$ cat config.mk
export PLATFORM = sky130hd
export DESIGN_NAME = float_remainder_two_mode
export DESIGN_NICKNAME = d
export VERILOG_FILES = /design/src/design/fmr_pkg.sv /design/src/design/fmr_front.sv /design/src/design/fmr_queue.sv /design/src/design/fmr_back.sv /design/src/design/float_remainder_two_mode.sv
export SDC_FILE = /design/constraint.sdc
export NUM_CORES = 2
export LEC_CHECK = 0
export BUFFER_PORTS_ARGS = -buffer_cell sky130_fd_sc_hd__buf_2
export CAP_MARGIN = 0
export CORE_UTILIZATION = 26
export CTS_BUF_LIST = sky130_fd_sc_hd__clkbuf_4 sky130_fd_sc_hd__clkbuf_8
export CTS_CLUSTER_DIAMETER = 80
export DETAILED_ROUTE_END_ITERATION = 10
export REMOVE_ABC_BUFFERS = 1
export SYNTH_ARGS = -nofsm -noshare
export SYNTH_HDL_FRONTEND = slang
export SYNTH_HIERARCHICAL = 1
export SYNTH_SLANG_ARGS = --single-unit
export TNS_END_PERCENT = 10
$ cat constraint.sdc
create_clock -name clk_i -period 32.6 [get_ports clk_i]
set_input_delay 1.63 -clock clk_i [delete_from_list [all_inputs] [get_ports clk_i]]
set_output_delay 1.63 -clock clk_i [all_outputs]
set_load 0.02 [all_outputs]
$ cat src/design/fmr_pkg.sv
// Shared types, constants and helper functions of the two-mode float remainder.
package fmr_pkg;

  localparam int QueueDepth = 2;

  localparam logic [31:0] DefaultNan = 32'h7FC0_0000;
  localparam logic [31:0] QuietBit   = 32'h0040_0000;
  localparam logic [7:0]  ExpAll     = 8'hFF;

  // One classified item as it travels from the front to the back.
  typedef struct packed {
    logic               special;   // result is known, no arithmetic needed
    logic [31:0]        spec_res;
    logic               mode;      // 0 floored, 1 truncated
    logic               lt;        // |x| < |y|, remainder is x itself
    logic               eq;        // |x| == |y|, remainder is a signed zero
    logic [31:0]        x_bits;
    logic [31:0]        y_bits;
    logic [23:0]        mx;
    logic [23:0]        my;
    logic signed [9:0]  ey;
    logic [8:0]         exp_gap;   // exponent difference ex - ey
  } fmr_entry_t;

  // Leading zeros of a 24-bit value, 24 when the value is zero.
  function automatic logic [4:0] lzc24(input logic [23:0] v);
    logic [4:0] lz;
    lz = 5'd24;
    for (int i = 0; i < 24; i++) begin
      if (v[i]) lz = 5'(23 - i);
    end
    return lz;
  endfunction

  // Leading zeros of a 27-bit value, 27 when the value is zero.
  function automatic logic [4:0] lzc27(input logic [26:0] v);
    logic [4:0] lz;
    lz = 5'd27;
    for (int i = 0; i < 27; i++) begin
      if (v[i]) lz = 5'(26 - i);
    end
    return lz;
  endfunction

  function automatic logic is_nan(input logic [31:0] v);
    return (v[30:23] == ExpAll) && (v[22:0] != 23'd0);
  endfunction

endpackage

$ cat src/design/fmr_front.sv
// Front end: classifies each operand pair and unpacks the significands.
module fmr_front
  import fmr_pkg::*;
(
  input  logic        mode_i,
  input  logic [31:0] dividend_bits_i,
  input  logic [31:0] divisor_bits_i,
  output fmr_entry_t  entry_o
);

  logic [31:0]       x, y;
  logic [4:0]        lzx, lzy;
  logic [23:0]       mx, my;
  logic signed [9:0] ex, ey;

  assign x = dividend_bits_i;
  assign y = divisor_bits_i;

  // Unpack both significands with the hidden bit at bit 23; subnormals are normalized.
  always_comb begin
    lzx = lzc24({x[22:0], 1'b1});
    lzy = lzc24({y[22:0], 1'b1});
    if (x[30:23] == 8'd0) begin
      mx = {1'b0, x[22:0]} << (lzx + 5'd1);
      ex = -$signed({5'd0, lzx});
    end else begin
      mx = {1'b1, x[22:0]};
      ex = $signed({2'd0, x[30:23]});
    end
    if (y[30:23] == 8'd0) begin
      my = {1'b0, y[22:0]} << (lzy + 5'd1);
      ey = -$signed({5'd0, lzy});
    end else begin
      my = {1'b1, y[22:0]};
      ey = $signed({2'd0, y[30:23]});
    end
  end

  // Classify: zero divisor, NaNs and infinities are settled here.
  always_comb begin
    entry_o          = '0;
    entry_o.mode     = mode_i;
    entry_o.x_bits   = x;
    entry_o.y_bits   = y;
    entry_o.mx       = mx;
    entry_o.my       = my;
    entry_o.ey       = ey;
    entry_o.exp_gap  = 9'(ex - ey);
    entry_o.lt       = x[30:0] < y[30:0];
    entry_o.eq       = x[30:0] == y[30:0];
    if (y[30:0] == 31'd0) begin
      entry_o.special  = 1'b1;
      entry_o.spec_res = 32'd0;
    end else if (is_nan(x)) begin
      entry_o.special  = 1'b1;
      entry_o.spec_res = x | QuietBit;
    end else if (is_nan(y)) begin
      entry_o.special  = 1'b1;
      entry_o.spec_res = y | QuietBit;
    end else if (x[30:23] == ExpAll) begin
      entry_o.special  = 1'b1;
      entry_o.spec_res = DefaultNan;
    end else if (y[30:23] == ExpAll) begin
      entry_o.special  = 1'b1;
      entry_o.spec_res = (!mode_i && x[30:0] != 31'd0 && x[31] != y[31]) ? y : x;
    end
  end

endmodule

$ cat src/design/fmr_queue.sv
// Short first-in first-out queue between the front and the back.
module fmr_queue
  import fmr_pkg::*;
#(
  parameter int Depth = QueueDepth
) (
  input  logic       clk_i,
  input  logic       rst_ni,
  input  logic       push_i,
  input  fmr_entry_t data_i,
  output logic       full_o,
  input  logic       pop_i,
  output logic       valid_o,
  output fmr_entry_t data_o
);

  localparam int PtrW = (Depth > 1) ? $clog2(Depth) : 1;
  localparam int CntW = $clog2(Depth + 1);

  fmr_entry_t      mem_q [Depth];
  logic [PtrW-1:0] wr_q, rd_q;
  logic [CntW-1:0] cnt_q;

  assign full_o  = cnt_q == CntW'(Depth);
  assign valid_o = cnt_q != '0;
  assign data_o  = mem_q[rd_q];

  // Storage needs no reset.
  always_ff @(posedge clk_i) begin
    if (push_i) mem_q[wr_q] <= data_i;
  end

  // Pointers and fill count.
  always_ff @(posedge clk_i or negedge rst_ni) begin
    if (!rst_ni) begin
      wr_q  <= '0;
      rd_q  <= '0;
      cnt_q <= '0;
    end else begin
      if (push_i) wr_q <= (wr_q == PtrW'(Depth - 1)) ? '0 : wr_q + 1'b1;
      if (pop_i)  rd_q <= (rd_q == PtrW'(Depth - 1)) ? '0 : rd_q + 1'b1;
      if (push_i && !pop_i) cnt_q <= cnt_q + 1'b1;
      else if (pop_i && !push_i) cnt_q <= cnt_q - 1'b1;
    end
  end

  a_no_overflow: assert property (@(posedge clk_i) disable iff (!rst_ni)
    full_o |-> !push_i) else $error("queue written while full");
  a_no_underflow: assert property (@(posedge clk_i) disable iff (!rst_ni)
    !valid_o |-> !pop_i) else $error("queue read while empty");
  a_count_bound: assert property (@(posedge clk_i) disable iff (!rst_ni)
    cnt_q <= CntW'(Depth)) else $error("queue count out of range");

endmodule

$ cat src/design/fmr_back.sv
// Back end: iterative exact remainder, packing and the floored-mode correction add.
module fmr_back
  import fmr_pkg::*;
(
  input  logic        clk_i,
  input  logic        rst_ni,
  input  logic        q_valid_i,
  input  fmr_entry_t  q_data_i,
  output logic        q_pop_o,
  output logic        out_valid_o,
  input  logic        out_stall_i,
  output logic [31:0] result_bits_o
);

  localparam logic [2:0] S_IDLE = 3'd0;
  localparam logic [2:0] S_LOOP = 3'd1;
  localparam logic [2:0] S_NORM = 3'd2;
  localparam logic [2:0] S_ADD1 = 3'd3;
  localparam logic [2:0] S_ADD2 = 3'd4;

  localparam int StepsPerCycle = 8;

  logic [2:0]        state_q, state_d;
  logic [8:0]        cnt_q, cnt_d;
  logic [24:0]       rem_q, rem_d;
  logic [23:0]       my_q, my_d;
  logic signed [9:0] ey_q, ey_d;
  logic              sx_q, sx_d;
  logic              mode_q, mode_d;
  logic [31:0]       y_q, y_d;
  logic [31:0]       r_q, r_d;
  logic [26:0]       diff_q, diff_d;
  logic [7:0]        eb_q, eb_d;
  logic              out_valid_q;
  logic [31:0]       out_q;
  logic              out_load;
  logic [31:0]       out_val;

  // Working signals of the datapath.
  logic [24:0]       walk, part, fin;
  logic [8:0]        steps;
  logic [23:0]       nt, nrm;
  logic [4:0]        lz;
  logic signed [9:0] rexp, rsh;
  logic              add_need;
  logic [7:0]        ea, eb, sh, lim, shl;
  logic [23:0]       ma, mb;
  logic [4:0]        shc;
  logic [53:0]       full;
  logic [26:0]       dn;
  logic [7:0]        ef, ee;
  logic              inc;

  assign q_pop_o       = (state_q == S_IDLE) && q_valid_i && !out_valid_q;
  assign out_valid_o   = out_valid_q;
  assign result_bits_o = out_q;

  // Up to eight shift-subtract steps of the long division per cycle.
  always_comb begin
    walk = rem_q;
    part = '0;
    for (int i = 0; i < StepsPerCycle; i++) begin
      if (9'(i) < cnt_q) begin
        part = (walk >= {1'b0, my_q}) ? walk - {1'b0, my_q} : walk;
        walk = {part[23:0], 1'b0};
      end
    end
    steps = (cnt_q > 9'(StepsPerCycle)) ? 9'(StepsPerCycle) : cnt_q;
    fin   = (rem_q >= {1'b0, my_q}) ? rem_q - {1'b0, my_q} : rem_q;
  end

  // Normalize and pack the exact remainder.
  always_comb begin
    nt   = rem_q[23:0];
    lz   = lzc24(nt);
    nrm  = nt << lz;
    rexp = ey_q - $signed({5'd0, lz});
    rsh  = 10'sd1 - rexp;
  end

  // Alignment of the correction add, |y| - |r|; the sequencer does the subtraction.
  always_comb begin
    add_need = !mode_q && (r_q[30:0] != 31'd0) && (r_q[31] != y_q[31]);
    ea   = (r_q[30:23] == 8'd0) ? 8'd1 : r_q[30:23];
    eb   = (y_q[30:23] == 8'd0) ? 8'd1 : y_q[30:23];
    ma   = {r_q[30:23] != 8'd0, r_q[22:0]};
    mb   = {y_q[30:23] != 8'd0, y_q[22:0]};
    sh   = eb - ea;
    shc  = (sh > 8'd27) ? 5'd27 : sh[4:0];
    full = {ma, 3'b000, 27'd0} >> shc;
  end

  // Normalization and round to nearest even of the difference.
  always_comb begin
    lim = eb_q - 8'd1;
    shl = ({3'd0, lzc27(diff_q)} <= lim) ? {3'd0, lzc27(diff_q)} : lim;
    dn  = diff_q << shl;
    ee  = eb_q - shl;
    ef  = dn[26] ? ee : 8'd0;
    inc = dn[2] & (dn[1] | dn[0] | dn[3]);
  end

  // Sequencer of one item.
  always_comb begin
    state_d  = state_q;
    cnt_d    = cnt_q;
    rem_d    = rem_q;
    my_d     = my_q;
    ey_d     = ey_q;
    sx_d     = sx_q;
    mode_d   = mode_q;
    y_d      = y_q;
    r_d      = r_q;
    diff_d   = diff_q;
    eb_d     = eb_q;
    out_load = 1'b0;
    out_val  = r_q;
    case (state_q)
      S_IDLE: begin
        if (q_pop_o) begin
          sx_d   = q_data_i.x_bits[31];
          mode_d = q_data_i.mode;
          y_d    = q_data_i.y_bits;
          if (q_data_i.special) begin
            out_load = 1'b1;
            out_val  = q_data_i.spec_res;
          end else if (q_data_i.lt) begin
            r_d     = q_data_i.x_bits;
            state_d = S_ADD1;
          end else if (q_data_i.eq) begin
            out_load = 1'b1;
            out_val  = {q_data_i.x_bits[31], 31'd0};
          end else begin
            rem_d   = {1'b0, q_data_i.mx};
            my_d    = q_data_i.my;
            ey_d    = q_data_i.ey;
            cnt_d   = q_data_i.exp_gap;
            state_d = S_LOOP;
          end
        end
      end
      S_LOOP: begin
        if (cnt_q == 9'd0) begin
          rem_d   = fin;
          state_d = S_NORM;
        end else begin
          rem_d = walk;
          cnt_d = cnt_q - steps;
        end
      end
      S_NORM: begin
        if (nt == 24'd0) begin
          out_load = 1'b1;
          out_val  = {sx_q, 31'd0};
          state_d  = S_IDLE;
        end else begin
          if (rexp > 10'sd0) r_d = {sx_q, rexp[7:0], nrm[22:0]};
          else if (rsh > 10'sd24) r_d = {sx_q, 31'd0};
          else r_d = {sx_q, 8'd0, 23'(nrm >> rsh[4:0])};
          state_d = S_ADD1;
        end
      end
      S_ADD1: begin
        if (add_need) begin
          diff_d  = {mb, 3'b000} - (full[53:27] | {26'd0, |full[26:0]});
          eb_d    = eb;
          state_d = S_ADD2;
        end else begin
          out_load = 1'b1;
          out_val  = r_q;
          state_d  = S_IDLE;
        end
      end
      S_ADD2: begin
        out_load = 1'b1;
        out_val  = {y_q[31], {ef, dn[25:3]} + 31'(inc)};
        state_d  = S_IDLE;
      end
      default: begin
        state_d = S_IDLE;
      end
    endcase
  end

  // Control registers.
  always_ff @(posedge clk_i or negedge rst_ni) begin
    if (!rst_ni) begin
      state_q     <= S_IDLE;
      out_valid_q <= 1'b0;
    end else begin
      state_q <= state_d;
      if (out_load) out_valid_q <= 1'b1;
      else if (!out_stall_i) out_valid_q <= 1'b0;
    end
  end

  // Datapath registers.
  always_ff @(posedge clk_i) begin
    cnt_q  <= cnt_d;
    rem_q  <= rem_d;
    my_q   <= my_d;
    ey_q   <= ey_d;
    sx_q   <= sx_d;
    mode_q <= mode_d;
    y_q    <= y_d;
    r_q    <= r_d;
    diff_q <= diff_d;
    eb_q   <= eb_d;
    if (out_load) out_q <= out_val;
  end

  a_load_free: assert property (@(posedge clk_i) disable iff (!rst_ni)
    out_load |-> !out_valid_q) else $error("result register overwritten");
  a_loop_progress: assert property (@(posedge clk_i) disable iff (!rst_ni)
    (state_q == S_LOOP && cnt_q != 9'd0) |=> (state_q == S_LOOP && cnt_q < $past(cnt_q)))
    else $error("division loop made no progress");
  a_rem_bound: assert property (@(posedge clk_i) disable iff (!rst_ni)
    state_q == S_LOOP |-> rem_q < {my_q, 1'b0}) else $error("partial remainder too large");
  a_norm_bound: assert property (@(posedge clk_i) disable iff (!rst_ni)
    state_q == S_NORM |-> rem_q[23:0] < my_q) else $error("final remainder not reduced");

endmodule

$ cat src/design/float_remainder_two_mode.sv
// Top level of the two-mode binary32 remainder unit.
// Takes a dividend and divisor beat and returns one binary32 remainder beat: the exact
// truncating remainder (mode 1) or the floored remainder with the divisor's sign (mode 0),
// with NaN, infinity and subnormal cases as in C fmodf plus IEEE addition; a zero divisor gives +0.
// Items with an exact reduction go through the division loop of the back end, which does
// up to eight shift-subtract steps per cycle over the exponent difference of the operands
// (up to 276); special cases skip it. A two-entry queue lets the front accept beats while
// the back works, and the result register holds a beat until taken.
module float_remainder_two_mode
  import fmr_pkg::*;
#(
  parameter int QDepth = QueueDepth
) (
  input  logic        clk_i,
  input  logic        rst_ni,
  input  logic        cfg_valid_i,
  output logic        cfg_ready_o,
  input  logic        cfg_mode_i,
  input  logic        in_valid_i,
  output logic        in_stall_o,
  input  logic [31:0] dividend_bits_i,
  input  logic [31:0] divisor_bits_i,
  output logic        out_valid_o,
  input  logic        out_stall_i,
  output logic [31:0] result_bits_o
);

  logic       mode_q;
  logic       q_full, q_valid, q_pop, push;
  fmr_entry_t f_entry, q_entry;

  assign cfg_ready_o = 1'b1;
  assign in_stall_o  = q_full;
  assign push        = in_valid_i && !q_full;

  // Mode register.
  always_ff @(posedge clk_i or negedge rst_ni) begin
    if (!rst_ni) begin
      mode_q <= 1'b0;
    end else if (cfg_valid_i && cfg_ready_o) begin
      mode_q <= cfg_mode_i;
    end
  end

  fmr_front u_front (
    .mode_i          (mode_q),
    .dividend_bits_i (dividend_bits_i),
    .divisor_bits_i  (divisor_bits_i),
    .entry_o         (f_entry)
  );

  fmr_queue #(.Depth(QDepth)) u_queue (
    .clk_i   (clk_i),
    .rst_ni  (rst_ni),
    .push_i  (push),
    .data_i  (f_entry),
    .full_o  (q_full),
    .pop_i   (q_pop),
    .valid_o (q_valid),
    .data_o  (q_entry)
  );

  fmr_back u_back (
    .clk_i         (clk_i),
    .rst_ni        (rst_ni),
    .q_valid_i     (q_valid),
    .q_data_i      (q_entry),
    .q_pop_o       (q_pop),
    .out_valid_o   (out_valid_o),
    .out_stall_i   (out_stall_i),
    .result_bits_o (result_bits_o)
  );

endmodule

==> metrics <==
Cell Area, Synth=50640 sq um; Crit path top cell by count=a21oi_1; GRT Util Overall=19.66%; FF+latch count, synth=544; crit path capture type=register; fin. max-slew vios=0; H-tree depth=3; Clock Latency Late Sink=0.73 ns; Worst path max stage delay=0.68 ns; Worst Hold Class=reg -> reg; hold endpoint=u_queue/cnt_q[1]; DR DRC count=0; crit start category=register; vias=46990; fraction of layout cells with a size suffix above 1=12.80%; slowest library cell on the worst path=or4_1; syn_area_per_cell=8.990 sq um; setup_tns=0 ns; Placed Cells=7981; final period demand of the worst path=30.31 ns; mean number of vias per cell=5.759; Die Area=196500 sq um; most frequent cells in the layout=edfxtp_1 (535), nor2_1 (462), nand2_1 (458); setup violators final=0; Fill cells=20330; post-DP HPWL=151.4 mm; Iteration-0 DRC Markers=5757; Finished Core Util=28.65%; reg2reg start=u_back/my_q[1]; worst r2r path cells=107; RSZ-0062 raised after global routing=no; hold path start=u_queue/cnt_q[1]; most area-hungry cell type in the Yosys netlist=edfxtp_1; Area Overhead vs Synth=9.179%; post-synthesis cell type count=117; maxcap violations=0; top cell type's share of synthesized area=31.72%; GP Congestion=0.9785; most common cell after layout, fill and taps aside=edfxtp_1; Clock Tree Root=clkbuf_8; WL met3=17.85 mm; worst clock skew=0.05914 ns; Setup WS pre-CTS=2.040 ns; final hold violation count=0; first-pass GRT wire length=296.0 mm; vias in the first global route=44280; PortBufs=103; relative slew slack=14.27%; Crit Path Category=reg -> reg; Die H=443.3 microns; synth top area cells=edfxtp_1 (32%), ha_1 (7.1%), a21oi_1 (3.8%), mux2i_1 (3.8%), nor2_1 (3.5%); CP max FO=29; warnings from Yosys=6; Final Cycle Share=92.97%; r2r endpoint=u_back/rem_q[24]; CP required=33.14 ns; worst slew pin tran=1.273 ns; TritonCTS clock tree=built; NumNets Final=5923; largest net degree at the start of global routing=121; Arr. time, crit path=30.85 ns; Initial Util=26.24%; clk sinks=544; met2 WL=91.48 mm; Finished Layout Cells=8160; num rows=161; run status=complete, no violations; DRT Wirelength=202.9 mm; Final ANT Viol Nets=0; sequential fraction of the synthesis area=32.17%; Fmax=32.99 MHz; EDFF count, synth=535; uppermost routed layer=met5; Hold Path Depth=1; Die W=443.3 microns; R2R Setup Slk=2.29 ns; routed metal-1 wirelength=84.75 mm; num ports=105; total CTS buffers=92; total congestion overflow=0; Setup WS post-layout=2.292 ns; Clock transition at path regs=0.07 ns; area of the core=193000 sq um; Synth async-reset ratio=1.654%; Syn Inst Count=5633; Avg WL per Cell=24.86 microns; CTS Buffer Depth=3; Post-synth top flop=edfxtp_1; initial antenna violation count=14; 1st-pass router iterations=6
==> kinds of logic (layout without fill, tap and decap cells) <==
logic type               after synthesis  count (layout)  share of synthesized area (%)
AO/OA/AOI/OAI                       1785            1785                          23.97
AND/OR/NAND/NOR                     1688            1688                          15.93
other                                  2              14                        0.01483
buffers and inverters                644             633                          5.656
adder cells (fa/ha/maj)              302             302                          7.635
flip-flops                           544             544                          32.17
XOR/XNOR                             240             240                          4.181
multiplexers                         428             428                          10.45
==> final cells by class <==
class,instances,area [sq um],share of cell area (%)
Sequential cell,544,16290,29.47
Clock inverter,48,415.4,0.7513
Antenna cell,10,25.02,0.04526
Timing Repair Buffer,210,1331,2.408
Tap cell,2526,3161,5.716
Clock buffer,118,1486,2.689
Inverter,257,970.9,1.756
Multi-Input combinational cell,4447,31600,57.16
==> registers in the layout, summed over array words and instances (netlist names) <==
register	flops
u_back/result_bits_o	32
u_back/state_q	3
u_back/diff_q	27
u_back/y_q	32
u_queue/wr_q	1
u_back/cnt_q	9
u_back/eb_q	8
u_back/sx_q	1
u_back/rem_q	25
u_back/ey_q	10
mode_q	1
u_queue/cnt_q	2
u_back/r_q	32
u_back/my_q	24
u_back/out_valid_o	1
u_queue/mem_q	334
u_back/mode_q	1
u_queue/rd_q	1
==> through the flow <==
step | area (sq um) | hold slack [ns]
2_1_floorplan | 48750 | 0.4474
3_3_place_gp | 53320 | 0.4628
3_5_place_dp | 53320 | 0.4750
4_1_cts | 55220 | 0.4862
5_1_grt | 55280 | 0.5019
6_report | 55290 | 0.4779
==> synth_stat cells (all sizes together) (22+ instances only) <==
| cell type | count |
|---|---|
| nor2 | 469 |
| nand3 | 159 |
| or2 | 30 |
| mux2 | 207 |
| edfxtp | 535 |
| o31ai | 51 |
| and3 | 37 |
| mux2i | 192 |
| xor2 | 90 |
| a21boi | 23 |
| inv | 251 |
| a221o | 22 |
| a21oi | 393 |
| a21o | 137 |
| nand2 | 459 |
| o211ai | 69 |
| a211o | 29 |
| o21bai | 25 |
| mux4 | 29 |
| a22oi | 85 |
| ha | 289 |
| o221ai | 40 |
| a31oi | 80 |
| and2 | 43 |
| clkbuf | 241 |
| nor3 | 148 |
| nor2b | 56 |
| buf | 146 |
| nor4 | 65 |
| xnor2 | 150 |
| o22ai | 57 |
| nand4 | 71 |
| o21a | 52 |
| o21ai | 350 |
| a221oi | 38 |
| nand2b | 54 |
| or3 | 34 |
| a211oi | 84 |
| a2111oi | 27 |
==> worst max-delay path, delay by kind of cell, from the launching register on <==
| family | cells | cell delay [ns] |
|---|---|---|
| simple gates | 24 | 6.66 |
| mux | 1 | 0.63 |
| buf+inv | 8 | 1.81 |
| flops | 1 | 0.60 |
| compound gates | 66 | 17.44 |
| fa+ha+maj | 8 | 2.90 |
==> worst max-delay path by stage <==
stage	from	end	slack, ns	cells after the start
2_1_floorplan	u_back/my_q[1]	u_back/rem_q[21]	7.03	99
3_3_place_gp	u_back/my_q[1]	u_back/rem_q[24]	2.75	107
3_5_place_dp	u_back/my_q[1]	u_back/rem_q[24]	2.04	105
4_1_cts	u_back/my_q[1]	u_back/rem_q[24]	1.90	105
5_1_grt	u_back/my_q[1]	u_back/rem_q[24]	0.16	107
6_report	u_back/my_q[1]	u_back/rem_q[24]	2.29	107
==> timing repair <==
action | CTS | global route
hold buffers | 0 | 0
gates resized for setup | 0 | 4
setup endpoints to repair | 0 | 24
setup buffers | 0 | 3
==> per-layer routing <==
layer	vias to the layer above	GRT usage [%]
li1	21310	-
met1	22830	26.36
met2	2438	31.00
met3	412	3.354
met4	2	8.365
met5	-	0
Power is not shown: default switching activity piles up to over one toggle a cycle in this logic, so the estimate is an artifact.
